**src/rtl/ssed_pkg.sv**
```systemverilog
`timescale 1ns / 1ps
package ssed_pkg;

  localparam int MAX_WIDTH   = 1024;
  localparam int MAX_HEIGHT  = 1024;
  localparam int SAMPLE_BITS = 16;
  localparam int ADDR_BITS   = $clog2(MAX_WIDTH);
  localparam int ROW_BITS    = $clog2(MAX_HEIGHT);
  localparam int NUM_LANES   = 3;
  localparam int CFG_IDX_BITS  = 3;
  localparam int CFG_DATA_BITS = 16;
  localparam int SCALE_BITS  = 6;
  localparam int COORD_BITS  = 10;
  localparam int SIZE_BITS   = 11;

  localparam logic [11:0] WIDTH_CAP  = 12'(MAX_WIDTH);
  localparam logic [11:0] HEIGHT_CAP = 12'(MAX_HEIGHT);

  typedef logic [SAMPLE_BITS-1:0] sample_t;

  typedef enum logic [CFG_IDX_BITS-1:0] {
    REG_CONTRAST     = 3'd0,
    REG_IMAGE_WIDTH  = 3'd1,
    REG_IMAGE_HEIGHT = 3'd2,
    REG_FIRST_COLUMN = 3'd3,
    REG_END_COLUMN   = 3'd4,
    REG_FIRST_ROW    = 3'd5,
    REG_END_ROW      = 3'd6,
    REG_SCALE_LABEL  = 3'd7
  } reg_idx_t;

  typedef struct packed {
    logic [15:0]           peak_floor;
    logic [COORD_BITS-1:0] first_column;
    logic [COORD_BITS-1:0] end_column;
    logic [COORD_BITS-1:0] first_row;
    logic [COORD_BITS-1:0] end_row;
  } bounds_t;

  typedef struct packed {
    logic                 rd_en;
    logic [ADDR_BITS-1:0] rd_addr;
    logic                 wr_en;
    logic [ADDR_BITS-1:0] wr_addr;
    logic                 clr;
    logic                 shift;
  } lane_ctrl_t;

  function automatic logic [11:0] clamp_size(logic [SIZE_BITS-1:0] v, logic [11:0] hi);
    logic [11:0] ve;
    ve = {1'b0, v};
    if (ve < 12'd3) begin
      return 12'd3;
    end
    if (ve > hi) begin
      return hi;
    end
    return ve;
  endfunction

endpackage

```
**src/rtl/ssed_merge.sv**
```systemverilog
`timescale 1ns / 1ps
module ssed_merge (
  input  logic [ssed_pkg::NUM_LANES-1:0]  lane_ok_i,
  input  ssed_pkg::sample_t               centre_i,
  input  logic [ssed_pkg::ADDR_BITS-1:0]  col_i,
  input  logic [ssed_pkg::ROW_BITS-1:0]   row_i,
  input  ssed_pkg::bounds_t               bounds_i,
  output logic                            found_o,
  output logic [ssed_pkg::COORD_BITS-1:0] kp_column_o,
  output logic [ssed_pkg::COORD_BITS-1:0] kp_row_o
);

  logic [ssed_pkg::ADDR_BITS-1:0] cc;
  logic [ssed_pkg::ROW_BITS-1:0]  cr;
  logic                           full;
  logic                           in_bounds;

  always_comb begin
    cc        = col_i - ssed_pkg::ADDR_BITS'(1);
    cr        = row_i - ssed_pkg::ROW_BITS'(1);
    full      = (col_i >= ssed_pkg::ADDR_BITS'(2)) && (row_i >= ssed_pkg::ROW_BITS'(2));
    in_bounds = (cc >= bounds_i.first_column) && (cc < bounds_i.end_column) &&
                (cr >= bounds_i.first_row) && (cr < bounds_i.end_row);
    found_o   = full && in_bounds && (&lane_ok_i) &&
                (centre_i > bounds_i.peak_floor);
    kp_column_o = ssed_pkg::COORD_BITS'(cc);
    kp_row_o    = ssed_pkg::COORD_BITS'(cr);
  end

endmodule

```
**config.mk**
```make
export PLATFORM = sky130hd
export DESIGN_NAME = ssed_merge
export DESIGN_NICKNAME = d
export VERILOG_FILES = /design/src/rtl/ssed_pkg.sv /design/src/rtl/ssed_merge.sv
export SDC_FILE = /design/constraint.sdc
export NUM_CORES = 1
export LEC_CHECK = 0
export BUFFER_PORTS_ARGS = -buffer_cell sky130_fd_sc_hd__buf_2
export CORE_MARGIN = 2
export CORE_UTILIZATION = 48
export DETAILED_ROUTE_END_ITERATION = 10
export PLACE_DENSITY = 0.91
export SYNTH_ARGS = -nofsm -noshare
export SYNTH_HDL_FRONTEND = slang
export SYNTH_SLANG_ARGS = --single-unit
```
**constraint.sdc**
```tcl
create_clock -name vclk -period 3.7
set_clock_uncertainty 0.2 [all_clocks]
set_input_delay 0.185 -clock vclk [all_inputs]
set_output_delay 0.185 -clock vclk [all_outputs]
set_load 0.02 [all_outputs]
```
==> flow_summary.yaml, run 1 <==
grt:
  antenna_found_initial: 0
  grt_usage: 0.230
  grt_max_degree: 7
  grt_overflow: 0
  grt_pass1_wl_mm: 7.91
  grt_pass1_vias: 2033
critical_path:
  cp_top_family: "simple AND/OR/NAND/NOR gates"
  worst_ep_required_time_ps: 3310
  end_kind: "output pin"
  cp_num_buf_inv: 2
  cpMostUsedCell: "buf_2"
  cp_slowest_cell: "nor4_1"
  cp.arrival_ps: 2660
  critical_path.cell_chain: "buf_2 > nor2_1 > nand3_1 > nor4_1 > xor2_1 > ha_1 > nand4_1 > a211oi_1 > nor3_1 > a211o_1 > nor4_2 > buf_2"
  max_stage_delay_ps: 340
  crit_type: "in -> out"
  crit_path_max_fanout: 4
  start_kind: "primary input"
sta:
  setup-tns-final_ps: 0
  drv_slew: 0
  finalCritPeriodShare: 0.822
  max_slew_margin: 0.734
  rsz0062_at_grt: "no"
  min_period_ps: 3040
  hold_ws_ps: 537
  worstMarginPinSlew_ps: 396
  clock.fmax_mhz: 329
  hold_viol_final: 0
  setup_viol: 0
cells_and_area:
  drive_above_1_share: 0.335
  area_growth_syn_to_layout_pct: 37.4
  diodes: 0
  final-seq-area_sq_um: 0
  seq_cells: 0
  multiInputGateArea_sq_mm: 0.00148
  fill_cells: 317
  nets: 513
  layout.clock_buffers: 0
  final_cells: 404
  finalInstanceArea_sq_mm: 0.00234
job:
  maxCapViolCount: 0
die:
  dieArea_sq_mm: 0.00405
  coreArea_sq_mm: 0.00336
  die-height_um: 63.6
  pin_count: 116
  dieWidth_um: 63.6
  start_util: 0.507
  rows: 21
power:
  p_int_uw: 119
  p_seq_frac: 0
  switchingPower_uw: 141
  p_per_area_mw_per_mm2: 111
  p_comb_frac: 1.000
  p_leak_uw: 0.00145
  clkPwrFrac: 0
  switching_share: 0.542
  irDropWorstVdd_mv: 0.0497
detailed_routing:
  route.vias.total: 2078
  drt_iter0_drc: 47
  drc: 0
  ant_nets: 0
  first_pass_iters: 4
  routedWlPerCell_um: 11.7
  drt-total-wl_mm: 4.71
  viasPerCell: 5.14
clock_tree:
  cts_resized: 0
  post_cts_buffers: 0
  cts_hold_buf: 0
placed_design:
  place.gp.congestion: 0.896
  detailed_place_hpwl_mm: 4.41
  place_area_sq_mm: 0.00234
  io_buffers: 116
  post-place-cells: 404
outcome:
  status: "finished, final reports clean"
synthesis:
  yosys.area.top_type: "ha_1"
  yosysSeqAreaShare: 0
  netlist_instances: 242
  ys.warnings.count: 0
  synth_cell_types: 35
  netlist_area_sq_mm: 0.00171
  synth_fp_nets: 395
  synth.top_cell.area_share: 0.426
  avgSynthCellArea_sq_um: 7.05
  synth_area_leaders: "ha_1, inv_1, a21oi_1"
hold_path:
  min_path_type: "in -> out"
## metal layers
layer / up-vias / GRT usage / share of wire
met5: - / 0 / 0
met4: 0 / 0.0707 / 0.026
met3: 12 / 0.0214 / 0.060
met2: 83 / 0.443 / 0.52
met1: 911 / 0.261 / 0.40
li1: 1072 / - / -
## power by group through the flow
| stage | sequential (uW) | combinational, uW | clock, uW |
|---|---|---|---|
| final | 0 | 261 | 0 |
| after global routing | 0 | 298 | 0 |
| after CTS | 0 | 263 | 0 |
| after detailed placement | 0 | 261 | 0 |
| after global placement | 0 | 253 | 0 |
| after floorplan | 0 | 155 | 0 |
## synthesized netlist by cell type, drive strengths merged
| master | n |
|---|---|
| inv | 59 |
| and4 | 2 |
| xnor2 | 6 |
| a21oi | 18 |
| nand3b | 2 |
| nor3 | 9 |
| o211ai | 1 |
| o22ai | 1 |
| a31oi | 1 |
| ha | 58 |
| o32ai | 1 |
| nand2b | 3 |
| a211oi | 4 |
| or4 | 1 |
| o21a | 1 |
| or3 | 2 |
| nor3b | 1 |
| nand4b | 1 |
| a2111oi | 1 |
| a211o | 1 |
| nor2b | 1 |
| nand3 | 3 |
| o2bb2ai | 1 |
| nor4 | 6 |
| a21o | 2 |
| nor2 | 10 |
| o21ai | 5 |
| o31ai | 1 |
| nand4 | 9 |
| a41oi | 2 |
| nand2 | 20 |
| xor2 | 9 |
## placed cells by master (no fill, tap or decap)
master and instances:
buf_2 116, inv_1 59, ha_1 58, nand2_1 20, a21oi_1 18, xor2_1 9
nor2_1 9, nand4_1 9, nor3_1 8, xnor2_1 6, nor4_1 5, o21ai_0 5
a211oi_1 4, nand2b_1 3, nand3_1 3, nand3b_1 2, a41oi_1 2, a21o_1 2
and4_1 2, or3_1 2, o31ai_1 1, or4_4 1, nor3_2 1, o21a_1 1
o2bb2ai_1 1, nor2b_1 1, o211ai_1 1, a2111oi_1 1, nor3b_1 1, o32ai_1 1
o22ai_1 1, nor2_2 1, a31oi_1 1, nand4b_1 1, a211o_1 1, nor4_2 1
## path summary, 6_finish.rpt
kind,slack [ps],cells past startpoint,from,to
worst max-delay path,660,12,row_i[2],found_o
worst min-delay path,540,3,row_i[0],kp_row_o[0]
## through the flow
stage	total power, uW	setup WS [ps]	utilization
3_3_place_gp	253	764	0.697
4_1_cts	263	678	0.697
3_5_place_dp	261	683	0.697
6_report	261	658	0.697
5_1_grt	298	355	0.697
2_1_floorplan	155	671	-
## final cells by class
| class | count | share of cell area |
|---|---|---|
| Multi-Input combinational cell | 183 | 0.633 |
| Timing Repair Buffer | 116 | 0.248 |
| Inverter | 59 | 0.0945 |
| Tap cell | 46 | 0.0246 |
## kinds of logic after synthesis
family / after synthesis / share of synthesized area
fa+ha+maj: 58 / 0.426
buf+inv: 59 / 0.130
xor+xnor: 15 / 0.0770
simple gates: 70 / 0.222
compound gates: 40 / 0.146
No activity file was read; power rests on OpenSTA's default activity.
==> inputs of run 2 (changes only) <==
- CORE_UTILIZATION: 48 -> 44
- PLACE_DENSITY: 0.91 -> 0.84
- clock period: 3.7 -> 2.8 ns (I/O delays scaled with it)
==> run 2 against run 1 <==
Net effect: the run now ends with negative setup slack left; via count grew 4.3%; sequential cell count is the same; final cell count grew 5.4%; highest routed layer unchanged; sequential share of layout area is the same.
==> flow_summary.yaml, run 2 (synthesized netlist as in run 1, its figures left out) <==
sta:
  rsz0062_at_grt: "yes"
  setup-tns-final_ps: -44.8
  clock.fmax_mhz: 352
  setup_viol: 1
  hold_viol_final: 0
  setup_ws_ps: -44.8
  drv_slew: 0
  worstMarginPinSlew_ps: 542
  max_slew_margin: 0.636
  min_period_ps: 2840
  finalCritPeriodShare: 1.02
hold_path:
  min_path_type: "in -> out"
power:
  p_per_area_mw_per_mm2: 148
  p_comb_frac: 1.000
  p_int_uw: 180
  clkPwrFrac: 0
  switchingPower_uw: 204
  irDropWorstVdd_mv: 0.0694
  switching_share: 0.531
  p_seq_frac: 0
  p_leak_uw: 0.00157
detailed_routing:
  drt-total-wl_mm: 5.25
  routedWlPerCell_um: 12.3
  first_pass_iters: 4
  route.vias.total: 2168
  ant_nets: 0
  drt_iter0_drc: 50
  drc: 0
  viasPerCell: 5.09
outcome:
  violations: "negative setup slack"
  status: "finished with violations"
cells_and_area:
  final_common_cell: "buf_2"
  finalInstanceArea_sq_mm: 0.00258
  seq_cells: 0
  fill_cells: 333
  drive_above_1_share: 0.397
  area_growth_syn_to_layout_pct: 51.6
  layout.clock_buffers: 0
  layout_common_cells: "buf_2, inv_1, ha_1"
  final_cells: 426
  nets: 533
  final-seq-area_sq_um: 0
  diodes: 0
die:
  start_util: 0.462
  dieArea_sq_mm: 0.00439
  dieWidth_um: 66.3
  rows: 22
  die-height_um: 66.3
  pin_count: 116
  coreArea_sq_mm: 0.00369
critical_path:
  max_stage_delay_ps: 550
  cp_slowest_cell: "or4_4"
  cp.arrival_ps: 2500
  worst_ep_required_time_ps: 2460
  crit_type: "in -> out"
  crit_path_max_fanout: 3
  critical_path.cell_chain: "buf_2 > or4_4 > nor3_4 > xor2_2 > ha_1 > nand4_1 > a211oi_1 > nor3_1 > a211o_1 > nor4_4 > buf_4"
  cp_num_buf_inv: 2
  cp_top_family: "simple AND/OR/NAND/NOR gates"
  end_kind: "output pin"
  start_kind: "primary input"
grt:
  grt_overflow: 0
  grt_pass1_vias: 2108
  grt_pass1_wl_mm: 8.22
  antenna_found_initial: 0
  grt_usage: 0.228
  grt_max_degree: 7
clock_tree:
  cts_hold_buf: 0
  post_cts_buffers: 0
job:
  maxCapViolCount: 0
placed_design:
  detailed_place_hpwl_mm: 4.81
  post-place-cells: 426
  place_area_sq_mm: 0.00254
  io_buffers: 116
  place.gp.congestion: 0.926
==> run 2: layout make-up <==
type	instances	area [sq um]	share of cell area
Tap cell	48	60.1	0.0232
Multi-Input combinational cell	183	1560	0.605
Timing Repair Buffer	136	739	0.286
Inverter	59	221	0.0857
==> run 2: stage by stage <==
step            util  hold WS (ps)  power (uW)  worst slack, ps
4_1_cts        0.696           400         382            -21.3
2_1_floorplan      -           176         209             1.91
6_report       0.701           402         383            -44.8
5_1_grt        0.701           423         432             -129
3_3_place_gp   0.689           396         365            -63.2
3_5_place_dp   0.689           399         378            -96.8
==> run 2: power by group through the flow <==
stage	Combinational, uW	Clock [uW]	Sequential [uW]
3_3_place_gp	365	0	0
4_1_cts	382	0	0
3_5_place_dp	378	0	0
6_report	383	0	0
5_1_grt	432	0	0
2_1_floorplan	209	0	0
==> run 2: path summary, 6_finish.rpt <==
| path | start | endpoint | slack (ps) | depth (start not counted) |
|---|---|---|---|---|
| setup / recovery | row_i[7] | found_o | -40 | 11 |
| hold / removal | row_i[0] | kp_row_o[0] | 400 | 3 |
==> run 2: metal layers <==
layer / global-route usage / part of all wire
met1: 0.273 / 0.42
met2: 0.436 / 0.50
met3: 0.0170 / 0.055
met4: 0.0485 / 0.023
met5: 0 / 0
==> run 2: what timing repair did <==
action | 4_1_cts | 5_1_grt
resized for setup | 5 | 4
hold endpoints to repair | 0 | 0
endpoints found under the setup margin | 1 | 1
pin swaps | 0 | 3
cloned | 0 | 0
